## config.mk

```make
export PLATFORM = sky130hd
export DESIGN_NAME = slcan_ascii_frame_parser
export DESIGN_NICKNAME = d
export VERILOG_FILES = /design/src/design/slcan_pkg.sv /design/src/design/slcan_ascii_frame_parser.sv /design/src/design/slcan_line_decoder.sv /design/src/design/slcan_out_reg.sv
export SDC_FILE = /design/constraint.sdc
export NUM_CORES = 1
export LEC_CHECK = 0
export ABC_AREA = 1
export BUFFER_PORTS_ARGS = -buffer_cell sky130_fd_sc_hd__buf_2
export CELL_PAD_IN_SITES_DETAIL_PLACEMENT = 0
export CELL_PAD_IN_SITES_GLOBAL_PLACEMENT = 1
export CORE_MARGIN = 2
export CORE_UTILIZATION = 48
export DETAILED_ROUTE_END_ITERATION = 8
export PLACE_DENSITY = 0.86
export SLEW_MARGIN = 20
export SYNTH_ARGS = -nofsm -noshare
export SYNTH_HDL_FRONTEND = slang
export SYNTH_HIERARCHICAL = 1
export SYNTH_SLANG_ARGS = --single-unit
```

## constraint.sdc

```tcl
create_clock -name aclk -period 21.1 [get_ports aclk]
set_clock_uncertainty 0.15 [all_clocks]
set_input_delay 3.165 -clock aclk [delete_from_list [all_inputs] [get_ports aclk]]
set_output_delay 3.165 -clock aclk [all_outputs]
set_load 0.01 [all_outputs]
```

## src/design/slcan_pkg.sv

```systemverilog
// ----------------------------------------------------------------------------
// slcan_pkg
// Shared types, character codes and the hex digit decode for the serial
// ASCII CAN frame line parser.
// ----------------------------------------------------------------------------
`default_nettype none

package slcan_pkg;

    // largest payload a line may announce
    localparam int unsigned MAX_PAYLOAD_BYTES = 8;

    localparam int unsigned IN_TDATA_W  = 8;
    // is_extended + frame_id + data_length + payload = 101 bits, padded to bytes
    localparam int unsigned OUT_TDATA_W = 104;

    // character codes
    localparam logic [7:0] CHAR_CR  = 8'h0D;
    localparam logic [7:0] CHAR_STD = 8'h74;  // 't'
    localparam logic [7:0] CHAR_EXT = 8'h54;  // 'T'

    // id digit counts for the two line kinds
    localparam logic [3:0] ID_DIGITS_STD = 4'd3;
    localparam logic [3:0] ID_DIGITS_EXT = 4'd8;

    // saturation point of the character position
    localparam logic [4:0] POS_MAX = 5'd31;

    // kind of the line seen so far
    typedef enum logic [1:0] {
        KIND_NONE  = 2'd0,
        KIND_STD   = 2'd1,
        KIND_EXT   = 2'd2,
        KIND_OTHER = 2'd3
    } line_kind_t;

    // one decoded CAN frame
    typedef struct packed {
        logic [63:0] payload;
        logic [3:0]  data_length;
        logic [31:0] frame_id;
        logic        is_extended;
    } can_frame_t;

    // decoder to output register
    typedef struct packed {
        logic       load;   // stage moved an item on
        logic       emit;   // that item closed a well-formed line
        can_frame_t frame;
    } dec_result_t;

    // hex digit value; bit 4 set for a non-hex character
    function automatic logic [4:0] hex_value(input logic [7:0] c);
        logic [4:0] v;
        v = 5'h10;
        if (c >= 8'h30 && c <= 8'h39) begin
            v = {1'b0, 4'(c - 8'h30)};
        end else if (c >= 8'h41 && c <= 8'h46) begin
            v = {1'b0, 4'(c - 8'h41 + 8'd10)};
        end else if (c >= 8'h61 && c <= 8'h66) begin
            v = {1'b0, 4'(c - 8'h61 + 8'd10)};
        end
        return v;
    endfunction

endpackage

`default_nettype wire

```

## src/design/slcan_ascii_frame_parser.sv

```systemverilog
// ----------------------------------------------------------------------------
// slcan_ascii_frame_parser
// m_axis_tvalid rises once the carriage return ending the line has passed the
// input register, the combinational decode and the result register.
// Throughput: one character per cycle; only a frame held in the result register
// by a low m_axis_tready stalls the input.
// Reset: synchronous active-low aresetn clears the valid flags and line state.
// ----------------------------------------------------------------------------
`default_nettype none

module slcan_ascii_frame_parser (
    input  wire logic                                aclk,
    input  wire logic                                aresetn,
    input  wire logic                                s_axis_tvalid,
    output logic                                     s_axis_tready,
    input  wire logic [slcan_pkg::IN_TDATA_W-1:0]    s_axis_tdata,  // [7:0] rx_byte
    output logic                                     m_axis_tvalid,
    input  wire logic                                m_axis_tready,
    // [0] is_extended, [32:1] frame_id, [36:33] data_length, [100:37] payload,
    // [103:101] zero
    output logic [slcan_pkg::OUT_TDATA_W-1:0]        m_axis_tdata
);
    import slcan_pkg::*;

    logic        in_valid_reg;
    logic [7:0]  in_byte_reg;
    logic        advance;
    logic        fire;
    dec_result_t result;
    can_frame_t  m_frame;

    assign fire          = in_valid_reg && advance;
    assign s_axis_tready = !in_valid_reg || advance;

    // input register
    always_ff @(posedge aclk) begin
        if (!aresetn) begin
            in_valid_reg <= 1'b0;
        end else if (s_axis_tready) begin
            in_valid_reg <= s_axis_tvalid;
        end
    end

    always_ff @(posedge aclk) begin
        if (s_axis_tvalid && s_axis_tready) begin
            in_byte_reg <= s_axis_tdata;
        end
    end

    // character decode and line state
    slcan_line_decoder u_decoder (
        .aclk    (aclk),
        .aresetn (aresetn),
        .fire    (fire),
        .rx_byte (in_byte_reg),
        .result  (result)
    );

    // result register
    slcan_out_reg u_out (
        .aclk    (aclk),
        .aresetn (aresetn),
        .result  (result),
        .advance (advance),
        .m_valid (m_axis_tvalid),
        .m_ready (m_axis_tready),
        .m_frame (m_frame)
    );

    assign m_axis_tdata = {3'b000, m_frame.payload, m_frame.data_length,
                           m_frame.frame_id, m_frame.is_extended};

    // a frame is only produced by a carriage return
    a_emit_on_cr: assert property (@(posedge aclk) disable iff (!aresetn)
        (result.load && result.emit) |-> (in_byte_reg == CHAR_CR))
        else $error("frame emitted on a character other than carriage return");

    // announced length never exceeds the payload size
    a_len_range: assert property (@(posedge aclk) disable iff (!aresetn)
        m_axis_tvalid |-> (m_frame.data_length <= 4'(MAX_PAYLOAD_BYTES)))
        else $error("data length above the payload size");

    // a standard frame id has only three hex digits
    a_std_id: assert property (@(posedge aclk) disable iff (!aresetn)
        (m_axis_tvalid && !m_frame.is_extended) |-> (m_frame.frame_id[31:12] == 20'd0))
        else $error("standard frame id wider than 12 bits");

    // input stalls only behind a held result
    a_stall_cause: assert property (@(posedge aclk) disable iff (!aresetn)
        !s_axis_tready |-> (in_valid_reg && m_axis_tvalid && !m_axis_tready))
        else $error("input stalled without a blocked result");

endmodule

`default_nettype wire

```

## src/design/slcan_line_decoder.sv

```systemverilog
// ----------------------------------------------------------------------------
// slcan_line_decoder
// Holds the per-line parse state and decodes one character per cycle while
// fire is high, flagging a frame when a carriage return closes a well-formed line.
// ----------------------------------------------------------------------------
`default_nettype none

module slcan_line_decoder (
    input  wire logic                   aclk,
    input  wire logic                   aresetn,
    input  wire logic                   fire,      // character present and moving on
    input  wire logic [7:0]             rx_byte,
    output slcan_pkg::dec_result_t      result
);
    import slcan_pkg::*;

    logic [4:0]  pos_reg,       pos_next;
    line_kind_t  kind_reg,      kind_next;
    logic [31:0] id_reg,        id_next;
    logic [3:0]  len_reg,       len_next;
    logic [63:0] payload_reg,   payload_next;
    logic        malformed_reg, malformed_next;

    logic [4:0]  digit;
    logic        is_hex;
    logic        is_cr;
    logic [3:0]  id_len;
    logic        active;
    logic [4:0]  need;
    logic [4:0]  data_pos;
    logic [3:0]  byte_idx;
    logic [3:0]  nibble_idx;

    // character classification and line geometry
    always_comb begin
        digit      = hex_value(rx_byte);
        is_hex     = ~digit[4];
        is_cr      = (rx_byte == CHAR_CR);
        id_len     = (kind_reg == KIND_EXT) ? ID_DIGITS_EXT : ID_DIGITS_STD;
        active     = ((kind_reg == KIND_STD) || (kind_reg == KIND_EXT)) && !malformed_reg;
        need       = 5'd2 + {1'b0, id_len} + {len_reg, 1'b0};
        data_pos   = pos_reg - ({1'b0, id_len} + 5'd2);
        byte_idx   = data_pos[4:1];
        // high nibble comes first
        nibble_idx = {byte_idx[2:0], ~data_pos[0]};
    end

    // next line state
    always_comb begin
        pos_next       = pos_reg;
        kind_next      = kind_reg;
        id_next        = id_reg;
        len_next       = len_reg;
        payload_next   = payload_reg;
        malformed_next = malformed_reg;
        if (fire) begin
            if (is_cr) begin
                pos_next       = '0;
                kind_next      = KIND_NONE;
                id_next        = '0;
                len_next       = '0;
                payload_next   = '0;
                malformed_next = 1'b0;
            end else begin
                if (pos_reg == 5'd0) begin
                    if (rx_byte == CHAR_STD) begin
                        kind_next = KIND_STD;
                    end else if (rx_byte == CHAR_EXT) begin
                        kind_next = KIND_EXT;
                    end else begin
                        kind_next = KIND_OTHER;
                    end
                end else if (active) begin
                    if (pos_reg <= {1'b0, id_len}) begin
                        if (!is_hex) begin
                            malformed_next = 1'b1;
                        end else begin
                            id_next = {id_reg[27:0], digit[3:0]};
                        end
                    end else if (pos_reg == ({1'b0, id_len} + 5'd1)) begin
                        if (!is_hex || (digit[3:0] > 4'(MAX_PAYLOAD_BYTES))) begin
                            malformed_next = 1'b1;
                        end else begin
                            len_next = digit[3:0];
                        end
                    end else if (byte_idx < len_reg) begin
                        if (!is_hex) begin
                            malformed_next = 1'b1;
                        end else begin
                            for (int n = 0; n < 16; n++) begin
                                if (nibble_idx == 4'(n)) begin
                                    payload_next[4*n +: 4] = payload_reg[4*n +: 4] | digit[3:0];
                                end
                            end
                        end
                    end
                end
                if (pos_reg < POS_MAX) begin
                    pos_next = pos_reg + 5'd1;
                end
            end
        end
    end

    // line state registers
    always_ff @(posedge aclk) begin
        if (!aresetn) begin
            pos_reg       <= '0;
            kind_reg      <= KIND_NONE;
            id_reg        <= '0;
            len_reg       <= '0;
            payload_reg   <= '0;
            malformed_reg <= 1'b0;
        end else begin
            pos_reg       <= pos_next;
            kind_reg      <= kind_next;
            id_reg        <= id_next;
            len_reg       <= len_next;
            payload_reg   <= payload_next;
            malformed_reg <= malformed_next;
        end
    end

    // frame out on a carriage return that closes a complete line
    always_comb begin
        result.load              = fire;
        result.emit              = fire && is_cr && active && (pos_reg >= need);
        result.frame.is_extended = (kind_reg == KIND_EXT);
        result.frame.frame_id    = id_reg;
        result.frame.data_length = len_reg;
        result.frame.payload     = payload_reg;
    end

endmodule

`default_nettype wire

```

## src/design/slcan_out_reg.sv

```systemverilog
// ----------------------------------------------------------------------------
// slcan_out_reg
// Result register of the parser: holds one decoded frame until the
// downstream side takes it.
// ----------------------------------------------------------------------------
`default_nettype none

module slcan_out_reg (
    input  wire logic                   aclk,
    input  wire logic                   aresetn,
    input  wire slcan_pkg::dec_result_t result,
    output logic                        advance,   // register can take a new item
    output logic                        m_valid,
    input  wire logic                   m_ready,
    output slcan_pkg::can_frame_t       m_frame
);
    import slcan_pkg::*;

    logic       valid_reg;
    can_frame_t frame_reg;

    assign advance = !valid_reg || m_ready;

    // valid flag
    always_ff @(posedge aclk) begin
        if (!aresetn) begin
            valid_reg <= 1'b0;
        end else if (advance) begin
            valid_reg <= result.load && result.emit;
        end
    end

    // frame payload, no reset needed
    always_ff @(posedge aclk) begin
        if (advance && result.load && result.emit) begin
            frame_reg <= result.frame;
        end
    end

    assign m_valid = valid_reg;
    assign m_frame = frame_reg;

endmodule

`default_nettype wire

```

==> run_summary.xml, run 1 <==
<?xml version="1.0" encoding="UTF-8"?>
<metrics>
  <group name="drt">
    <metric name="detail_route.wirelength" unit="µm">17000</metric>
    <metric name="drt_pass1_iterations" unit="">5</metric>
    <metric name="wl_per_cell" unit="µm">15.1</metric>
    <metric name="dr.first_iter.drc_count" unit="">387</metric>
    <metric name="route.vias.total" unit="">5806</metric>
    <metric name="antenna_violating_nets_post_route" unit="">0</metric>
    <metric name="vias_per_cell" unit="">5.15</metric>
    <metric name="post-route-drc-count" unit="">0</metric>
  </group>
  <group name="global_routing">
    <metric name="pin_count_of_the_biggest_net_entering_global_routing" unit="">88</metric>
    <metric name="grt_antenna_before_repair" unit="">0</metric>
    <metric name="grt_util_all_layers" unit="%">18.3</metric>
    <metric name="wire_length_of_the_first_global_routing_pass" unit="µm">27000</metric>
    <metric name="grt_remaining_overflow" unit="">0</metric>
    <metric name="grt_pass1_vias" unit="">5330</metric>
  </group>
  <group name="layout">
    <metric name="largest_register_ff_count" unit="">101</metric>
    <metric name="final_layout_size_suffix_gt1_share" unit="%">19.4</metric>
    <metric name="post_layout_nonfiller_instances" unit="">1127</metric>
    <metric name="design.final.nets" unit="">921</metric>
    <metric name="areaGrowthSynthToFinish" unit="%">17.0</metric>
    <metric name="num_antenna_cells" unit="">0</metric>
    <metric name="mostFrequentLayoutCell" unit="">buf_2</metric>
    <metric name="most-common-layout-cells" unit="">buf_2, a21oi_1, dfxtp_1</metric>
  </group>
  <group name="timing">
    <metric name="fin_crit_sh" unit="%">33.2</metric>
    <metric name="max_slew_margin" unit="%">30.6</metric>
    <metric name="worst_pin_slew" unit="ps">1040</metric>
    <metric name="grt_setup_unrepaired" unit="">false</metric>
    <metric name="max_freq" unit="MHz">143</metric>
    <metric name="number_of_hold_slack_violations_in_the_final_timing_report" unit="">0</metric>
    <metric name="period_minus_slack" unit="ps">7000</metric>
    <metric name="setup-tns-final" unit="ps">0</metric>
    <metric name="timing_max_transition_violations_final" unit="">0</metric>
    <metric name="timing.final.setup_violations" unit="">0</metric>
  </group>
  <group name="synthesis">
    <metric name="post-synth-top-area-cell" unit="">edfxtp_1</metric>
    <metric name="number_of_enable_type_register_cells_in_the_synthesized_netlist" unit="">109</metric>
    <metric name="ys_dominant_reg_cell" unit="">dfxtp_1</metric>
    <metric name="netlist_top_cells_area" unit="">edfxtp_1, dfxtp_1, a21oi_1</metric>
    <metric name="synth_area_per_cell" unit="µm²">10.7</metric>
    <metric name="async_flop_share" unit="%">0</metric>
    <metric name="postSynthCellCount" unit="">783</metric>
    <metric name="post_synthesis_instance_area" unit="µm²">8400</metric>
    <metric name="synth_seq_cells" unit="">219</metric>
    <metric name="yosys.area.top_type_share" unit="%">39.0</metric>
    <metric name="synth_sequential_area_ratio" unit="%">65.2</metric>
    <metric name="synth_cell_types" unit="">35</metric>
    <metric name="number_of_warning_messages_in_the_yosys_log" unit="">6</metric>
  </group>
  <group name="worst_hold_path">
    <metric name="min-delay-path-class" unit="">flip-flop to flip-flop</metric>
  </group>
  <group name="power_and_ir_drop">
    <metric name="switching_share" unit="%">21.2</metric>
    <metric name="total_leakage_power" unit="nW">3.64</metric>
    <metric name="cellInternalPower" unit="W">0.000684</metric>
    <metric name="power.ir.vdd_worst" unit="mV">0.0628</metric>
    <metric name="switchingPower" unit="W">0.000184</metric>
    <metric name="power_frac_clock" unit="%">44.4</metric>
    <metric name="power.density_cell_area" unit="nW/µm²">88.3</metric>
    <metric name="share_seq_of_total_power" unit="%">51.5</metric>
    <metric name="pwr-share-comb" unit="%">4.2</metric>
  </group>
  <group name="floorplanning">
    <metric name="num_rows" unit="">48</metric>
    <metric name="die_area" unit="µm²">18600</metric>
    <metric name="io-pin-count" unit="">118</metric>
    <metric name="design.core.area" unit="µm²">17200</metric>
    <metric name="initial_utilization" unit="%">48.9</metric>
    <metric name="chipWidth" unit="µm">136</metric>
    <metric name="die_y" unit="µm">136</metric>
  </group>
  <group name="critical_path">
    <metric name="critPathRequiredTime" unit="ps">17790</metric>
    <metric name="data_arrival_time_of_the_critical_path" unit="ps">3690</metric>
    <metric name="critPathKind" unit="">input pin to primary output</metric>
    <metric name="worst_path_max_delay_cell" unit="">buf_2</metric>
    <metric name="crit_chain" unit="">buf_2 -&gt; inv_2 -&gt; nand2_2 -&gt; inv_1 -&gt; nand2_2 -&gt; buf_2</metric>
    <metric name="worst_setup_path_end_kind" unit="">primary output</metric>
    <metric name="critical_path_peak_fanout" unit="">3</metric>
    <metric name="start_kind" unit="">input pin</metric>
    <metric name="max_stage_delay" unit="ps">140</metric>
  </group>
  <group name="clock_tree">
    <metric name="clock-sinks" unit="">219</metric>
    <metric name="postCtsSetupRepairBufs" unit="">0</metric>
    <metric name="worst_skew_pair.late_latency" unit="ps">500</metric>
    <metric name="cts_root_buffer" unit="">clkbuf_16</metric>
    <metric name="postCtsHoldBufs" unit="">0</metric>
    <metric name="cts_tree" unit="">built</metric>
    <metric name="cts.path.max_buffers" unit="">3</metric>
    <metric name="tritoncts_buffer_count" unit="">22</metric>
    <metric name="postCtsResizedCells" unit="">0</metric>
    <metric name="clk_transition_reported_paths" unit="ps">60</metric>
    <metric name="cts_htree_levels" unit="">1</metric>
  </group>
  <group name="placement">
    <metric name="placement.io_buffers" unit="">114</metric>
    <metric name="gp_congestion" unit="">0.824</metric>
    <metric name="place_inst" unit="">1087</metric>
    <metric name="post-dp-hpwl" unit="µm">10500</metric>
  </group>
  <group name="run_status">
    <metric name="run_status" unit="">finished clean</metric>
  </group>
  <group name="job">
    <metric name="max-cap-violations" unit="">0</metric>
  </group>
</metrics>
[cell usage after synthesis (3+ instances only)]
library cell,count
nand2_1,91
nand4_1,67
buf_4,13
nand2_2,5
a21oi_1,112
a21o_1,4
dfxtp_1,110
nand3_1,44
o21ai_0,25
xor2_1,3
a31oi_1,4
buf_2,11
clkbuf_1,14
nor2_1,17
inv_1,103
inv_2,7
edfxtp_1,109
ha_1,21
[power by group through the flow]
stage | registers, W | logic (W) | clock network, W
after detailed placement | 0.000456 | 0.0000359 | 0
after global placement | 0.000456 | 0.0000358 | 0
after CTS | 0.000447 | 0.0000361 | 0.000393
after floorplan | 0.000455 | 0.0000270 | 0
after global routing | 0.000447 | 0.0000415 | 0.000410
final | 0.000447 | 0.0000361 | 0.000385
[path summary, 6_finish.rpt]
check / startpoint / end / slack (ps) / cells past startpoint
setup / recovery: m_axis_tready / s_axis_tready / 14100 / 6
hold / removal: u_decoder/payload_reg[58]$_SDFFE_PN0P_ / u_out/m_frame[95]$_DFFE_PP_ / 280 / 0
setup reg to reg: u_decoder/kind_reg[0]$_SDFFE_PN0P_ / u_out/m_frame[68]$_DFFE_PP_ / 16680 / 14
hold reg to reg: u_decoder/payload_reg[58]$_SDFFE_PN0P_ / u_out/m_frame[95]$_DFFE_PP_ / 280 / 0
[stage by stage]
step	util (%)	power (W)	hold WS [ps]	worst slack [ps]	cell area [µm²]
after floorplan	-	0.000483	258	11470	8400
after global placement	52.9	0.000492	262	14100	9080
after detailed placement	52.9	0.000492	263	14100	9080
after CTS	57.1	0.000876	277	14090	9810
after global routing	57.2	0.000898	287	14060	9820
final	57.2	0.000868	278	14100	9820
[layer usage]
layer	share of wire [%]	track usage (%)	vias up
li1	-	-	2921
met1	46	26.2	2682
met2	46	28.6	178
met3	6.0	3.32	25
met4	2.1	5.27	0
met5	0	0	-
[layout make-up]
type / count / area (µm²)
timing repair buffer: 117 / 597
clock inverter: 10 / 78.8
tap: 225 / 282
clock buffer: 30 / 653
inverter: 113 / 428
multi-input combinational: 413 / 2310
fill: 1504 / 7350
sequential: 219 / 5480
[kinds of logic (layout without fill, tap and decap cells)]
group,after synthesis,in the layout,share of synthesized area (%)
other cells,1,3,0.0447
buf+inv,153,270,7.61
simple gates,233,233,13.8
fa+ha+maj,23,23,3.61
compound gates,150,150,9.31
flops,219,219,65.2
xor+xnor,4,4,0.417
[critical path: cells and delay by family]
family | cells | cell delay (ps)
buf+inv | 4 | 400
simple gates | 2 | 130
(Power assumes the default switching activity.)
==> run 2: changes to the inputs <==
--- a/config.mk
+++ b/config.mk
@@ -5,14 +5,14 @@
 export SDC_FILE = /design/constraint.sdc
 export NUM_CORES = 1
 export LEC_CHECK = 0
-export ABC_AREA = 1
+export ABC_AREA = 0
 export BUFFER_PORTS_ARGS = -buffer_cell sky130_fd_sc_hd__buf_2
 export CELL_PAD_IN_SITES_DETAIL_PLACEMENT = 0
 export CELL_PAD_IN_SITES_GLOBAL_PLACEMENT = 1
 export CORE_MARGIN = 2
-export CORE_UTILIZATION = 48
+export CORE_UTILIZATION = 46
 export DETAILED_ROUTE_END_ITERATION = 8
-export PLACE_DENSITY = 0.86
+export PLACE_DENSITY = 0.82
 export SLEW_MARGIN = 20
 export SYNTH_ARGS = -nofsm -noshare
 export SYNTH_HDL_FRONTEND = slang
==> constraint.sdc (replaced) <==
create_clock -name aclk -period 6.7 [get_ports aclk]
set_clock_uncertainty 0.15 [all_clocks]
set_input_delay 1.005 -clock aclk [delete_from_list [all_inputs] [get_ports aclk]]
set_output_delay 1.005 -clock aclk [all_outputs]
set_load 0.01 [all_outputs]
==> run 2 against run 1 <==
  * Critical path depth increased by 8
  * Die area up 7.3%
  * Core utilization decreased by 2.5 points
  * Sequential cell count is the same
  * Area after synthesis is 3.1% higher
  * Final area up 3.4%
  * Global-route usage fell by 0.86 points
  * Wire length grew 5.1%
  * Cell count shrank 2.9%
  * Worst setup slack got worse by 12000 ps
  * Critical endpoint is now u_decoder/payload_reg[23]$_SDFFE_PN0P_
  * Largest power group unchanged
==> run_summary.xml, run 2 <==
<?xml version="1.0" encoding="UTF-8"?>
<metrics>
  <group name="power_and_ir_drop">
    <metric name="share_seq_of_total_power" unit="%">50.4</metric>
    <metric name="power.ir.vdd_worst" unit="mV">0.193</metric>
    <metric name="power.density_cell_area" unit="nW/µm²">275</metric>
    <metric name="switchingPower" unit="W">0.000609</metric>
    <metric name="power_frac_clock" unit="%">45.4</metric>
    <metric name="cellInternalPower" unit="W">0.00219</metric>
    <metric name="switching_share" unit="%">21.8</metric>
    <metric name="pwr-share-comb" unit="%">4.2</metric>
    <metric name="total_leakage_power" unit="nW">3.34</metric>
    <metric name="post-layout-total-power" unit="W">0.00280</metric>
  </group>
  <group name="global_routing">
    <metric name="grt_util_all_layers" unit="%">17.5</metric>
    <metric name="wire_length_of_the_first_global_routing_pass" unit="µm">28300</metric>
    <metric name="grt_pass1_vias" unit="">5317</metric>
    <metric name="grt_remaining_overflow" unit="">0</metric>
    <metric name="grt_antenna_before_repair" unit="">0</metric>
    <metric name="pin_count_of_the_biggest_net_entering_global_routing" unit="">64</metric>
  </group>
  <group name="placement">
    <metric name="place_inst" unit="">1052</metric>
    <metric name="placement.io_buffers" unit="">114</metric>
    <metric name="gp_congestion" unit="">0.840</metric>
    <metric name="setup_slack_after_placement" unit="ps">2190</metric>
    <metric name="post-dp-hpwl" unit="µm">11300</metric>
  </group>
  <group name="drt">
    <metric name="wl_per_cell" unit="µm">16.3</metric>
    <metric name="drt_pass1_iterations" unit="">5</metric>
    <metric name="post-route-drc-count" unit="">0</metric>
    <metric name="dr.first_iter.drc_count" unit="">465</metric>
    <metric name="wl_met2" unit="µm">8070</metric>
    <metric name="detail_route.wirelength" unit="µm">17800</metric>
    <metric name="route.vias.total" unit="">5847</metric>
    <metric name="antenna_violating_nets_post_route" unit="">0</metric>
    <metric name="top_layer" unit="">met4</metric>
    <metric name="wl_met1" unit="µm">8370</metric>
    <metric name="vias_per_cell" unit="">5.34</metric>
    <metric name="wl_met3" unit="µm">1000</metric>
  </group>
  <group name="worst_hold_path">
    <metric name="holdPathStages" unit="">0</metric>
    <metric name="min-delay-path-class" unit="">flip-flop to flip-flop</metric>
    <metric name="timing.hold.worst_endpoint" unit="">u_out/m_frame[32]$_DFFE_PP_</metric>
    <metric name="worst_hold_startpoint" unit="">u_decoder/id_reg[31]$_SDFFE_PN0P_</metric>
  </group>
  <group name="synthesis">
    <metric name="synth_area_per_cell" unit="µm²">11.8</metric>
    <metric name="post_synthesis_instance_area" unit="µm²">8660</metric>
    <metric name="postSynthCellCount" unit="">736</metric>
    <metric name="synth_seq_cells" unit="">219</metric>
    <metric name="post-synth-top-area-cell" unit="">edfxtp_1</metric>
    <metric name="synth_cell_types" unit="">73</metric>
    <metric name="netlist_top_cells_area" unit="">edfxtp_1, dfxtp_1, nor2_1</metric>
    <metric name="number_of_warning_messages_in_the_yosys_log" unit="">6</metric>
    <metric name="synth.most_common_cell" unit="">dfxtp_1</metric>
    <metric name="number_of_enable_type_register_cells_in_the_synthesized_netlist" unit="">109</metric>
    <metric name="yosys.area.top_type_share" unit="%">37.8</metric>
    <metric name="async_flop_share" unit="%">0</metric>
    <metric name="synth_sequential_area_ratio" unit="%">63.3</metric>
    <metric name="ys_dominant_reg_cell" unit="">dfxtp_1</metric>
    <metric name="synth_common_cells" unit="">dfxtp_1, edfxtp_1, nor2_1</metric>
  </group>
  <group name="run_status">
    <metric name="run_status" unit="">finished clean</metric>
  </group>
  <group name="critical_path">
    <metric name="timing.rr.end" unit="">u_decoder/payload_reg[23]$_SDFFE_PN0P_</metric>
    <metric name="max_stage_delay" unit="ps">770</metric>
    <metric name="worst_path_max_delay_cell" unit="">nor4_4</metric>
    <metric name="critical_path_peak_fanout" unit="">16</metric>
    <metric name="cpLargestDelayFamily" unit="">adder cells</metric>
    <metric name="worst_setup_path_end_kind" unit="">flip-flop</metric>
    <metric name="reg2reg_depth" unit="">14</metric>
    <metric name="start_kind" unit="">flip-flop</metric>
    <metric name="data_arrival_time_of_the_critical_path" unit="ps">4860</metric>
    <metric name="critPathKind" unit="">flip-flop to flip-flop</metric>
    <metric name="timing.rr.start" unit="">u_decoder/kind_reg[0]$_SDFFE_PN0P_</metric>
    <metric name="crit_chain" unit="">inv_1 -&gt; ha_1 -&gt; inv_1 -&gt; ha_1 -&gt; fa_1 -&gt; xor2_1 -&gt; inv_1 -&gt; ha_1 -&gt; or3_1 -&gt; o22ai_1 -&gt; o21ai_2 -&gt; nor4_4 -&gt; a31oi_1 -&gt; nor2_1</metric>
    <metric name="worst-path-buf-inv" unit="">3</metric>
    <metric name="critPathRequiredTime" unit="ps">6990</metric>
    <metric name="ff2ff_setup_slack" unit="ps">2130</metric>
  </group>
  <group name="layout">
    <metric name="largest_register_ff_count" unit="">101</metric>
    <metric name="fillers" unit="">1610</metric>
    <metric name="mostFrequentLayoutCell" unit="">buf_2</metric>
    <metric name="layout.core_utilization" unit="%">54.7</metric>
    <metric name="most-common-layout-cells" unit="">buf_2, dfxtp_1, edfxtp_1</metric>
    <metric name="design.final.nets" unit="">878</metric>
    <metric name="areaGrowthSynthToFinish" unit="%">17.4</metric>
    <metric name="num_antenna_cells" unit="">0</metric>
    <metric name="post_layout_nonfiller_instances" unit="">1094</metric>
    <metric name="final_layout_size_suffix_gt1_share" unit="%">22.6</metric>
  </group>
  <group name="timing">
    <metric name="number_of_hold_slack_violations_in_the_final_timing_report" unit="">0</metric>
    <metric name="period_minus_slack" unit="ps">4570</metric>
    <metric name="max_slew_margin" unit="%">27.7</metric>
    <metric name="fin_ws" unit="ps">2130</metric>
    <metric name="worst_pin_slew" unit="ps">1080</metric>
    <metric name="timing.final.setup_violations" unit="">0</metric>
    <metric name="setup-tns-final" unit="ps">0</metric>
    <metric name="fin_crit_sh" unit="%">68.1</metric>
    <metric name="timing_max_transition_violations_final" unit="">0</metric>
    <metric name="max_freq" unit="MHz">219</metric>
    <metric name="grt_setup_unrepaired" unit="">false</metric>
  </group>
  <group name="clock_tree">
    <metric name="clock-sinks" unit="">219</metric>
    <metric name="cts.path.max_buffers" unit="">3</metric>
    <metric name="cts_tree" unit="">built</metric>
    <metric name="clk_transition_reported_paths" unit="ps">60</metric>
    <metric name="postCtsResizedCells" unit="">0</metric>
    <metric name="cts_root_buffer" unit="">clkbuf_16</metric>
    <metric name="postCtsHoldBufs" unit="">0</metric>
    <metric name="cts_htree_levels" unit="">1</metric>
    <metric name="tritoncts_buffer_count" unit="">23</metric>
    <metric name="postCtsSetupRepairBufs" unit="">0</metric>
    <metric name="worst_skew_pair.late_latency" unit="ps">520</metric>
  </group>
  <group name="floorplanning">
    <metric name="die_area" unit="µm²">19900</metric>
    <metric name="initial_utilization" unit="%">46.6</metric>
    <metric name="num_rows" unit="">50</metric>
    <metric name="die_y" unit="µm">141</metric>
    <metric name="chipWidth" unit="µm">141</metric>
    <metric name="design.core.area" unit="µm²">18600</metric>
    <metric name="io-pin-count" unit="">118</metric>
  </group>
  <group name="job">
    <metric name="max-cap-violations" unit="">0</metric>
  </group>
</metrics>
[run 2: kinds of logic after synthesis]
group           count (synthesis)  share of synthesized area (%)
simple gates                  226                           13.7
flops                         219                           63.3
compound gates                195                           15.2
buf+inv                        61                           3.12
fa+ha+maj                      23                           3.50
xor+xnor                        7                          0.708
mux                             4                          0.463
other cells                     1                         0.0433
[run 2: worst max-delay path by stage]
stage,start,end,slack [ps],depth (start not counted)
2_1_floorplan,u_decoder/kind_reg[0]$_SDFFE_PN0P_,u_out/m_frame[0]$_DFFE_PP_,2420,12
3_3_place_gp,u_decoder/kind_reg[0]$_SDFFE_PN0P_,u_decoder/payload_reg[11]$_SDFFE_PN0P_,2290,14
3_5_place_dp,u_decoder/kind_reg[0]$_SDFFE_PN0P_,u_decoder/payload_reg[31]$_SDFFE_PN0P_,2190,14
4_1_cts,u_decoder/kind_reg[0]$_SDFFE_PN0P_,u_decoder/payload_reg[23]$_SDFFE_PN0P_,2130,14
5_1_grt,u_decoder/kind_reg[0]$_SDFFE_PN0P_,u_decoder/payload_reg[27]$_SDFFE_PN0P_,1730,14
6_report,u_decoder/kind_reg[0]$_SDFFE_PN0P_,u_decoder/payload_reg[23]$_SDFFE_PN0P_,2130,14
[run 2: power groups by stage]
stage / sequential [W] / combinational [W] / clock [W]
final: 0.00141 / 0.000118 / 0.00127
after global routing: 0.00141 / 0.000131 / 0.00134
after CTS: 0.00141 / 0.000118 / 0.00129
after detailed placement: 0.00144 / 0.000117 / 0
after global placement: 0.00144 / 0.000118 / 0
after floorplan: 0.00144 / 0.0000908 / 0
[run 2: through the flow]
step           hold slack, ps  cell area, µm²
2_1_floorplan             259            8660
3_3_place_gp              264            9390
3_5_place_dp              267            9390
4_1_cts                   282           10200
5_1_grt                   287           10200
6_report                  280           10200
[run 2: layout make-up]
type / instances / area [µm²] / area share, %
flip-flops and latches: 219 / 5480 / 53.9
multi-input cells: 458 / 2930 / 28.8
repair buffers: 122 / 631 / 6.21
clock buffers: 28 / 624 / 6.15
well taps: 234 / 293 / 2.88
clock inverters: 14 / 140 / 1.38
inverters: 19 / 71.3 / 0.702
[run 2: metal layers]
metal,vias up,track usage [%]
met3,26,3.46
met1,2767,25.3
li1,2881,-
met5,-,0
met4,0,4.84
met2,173,26.8
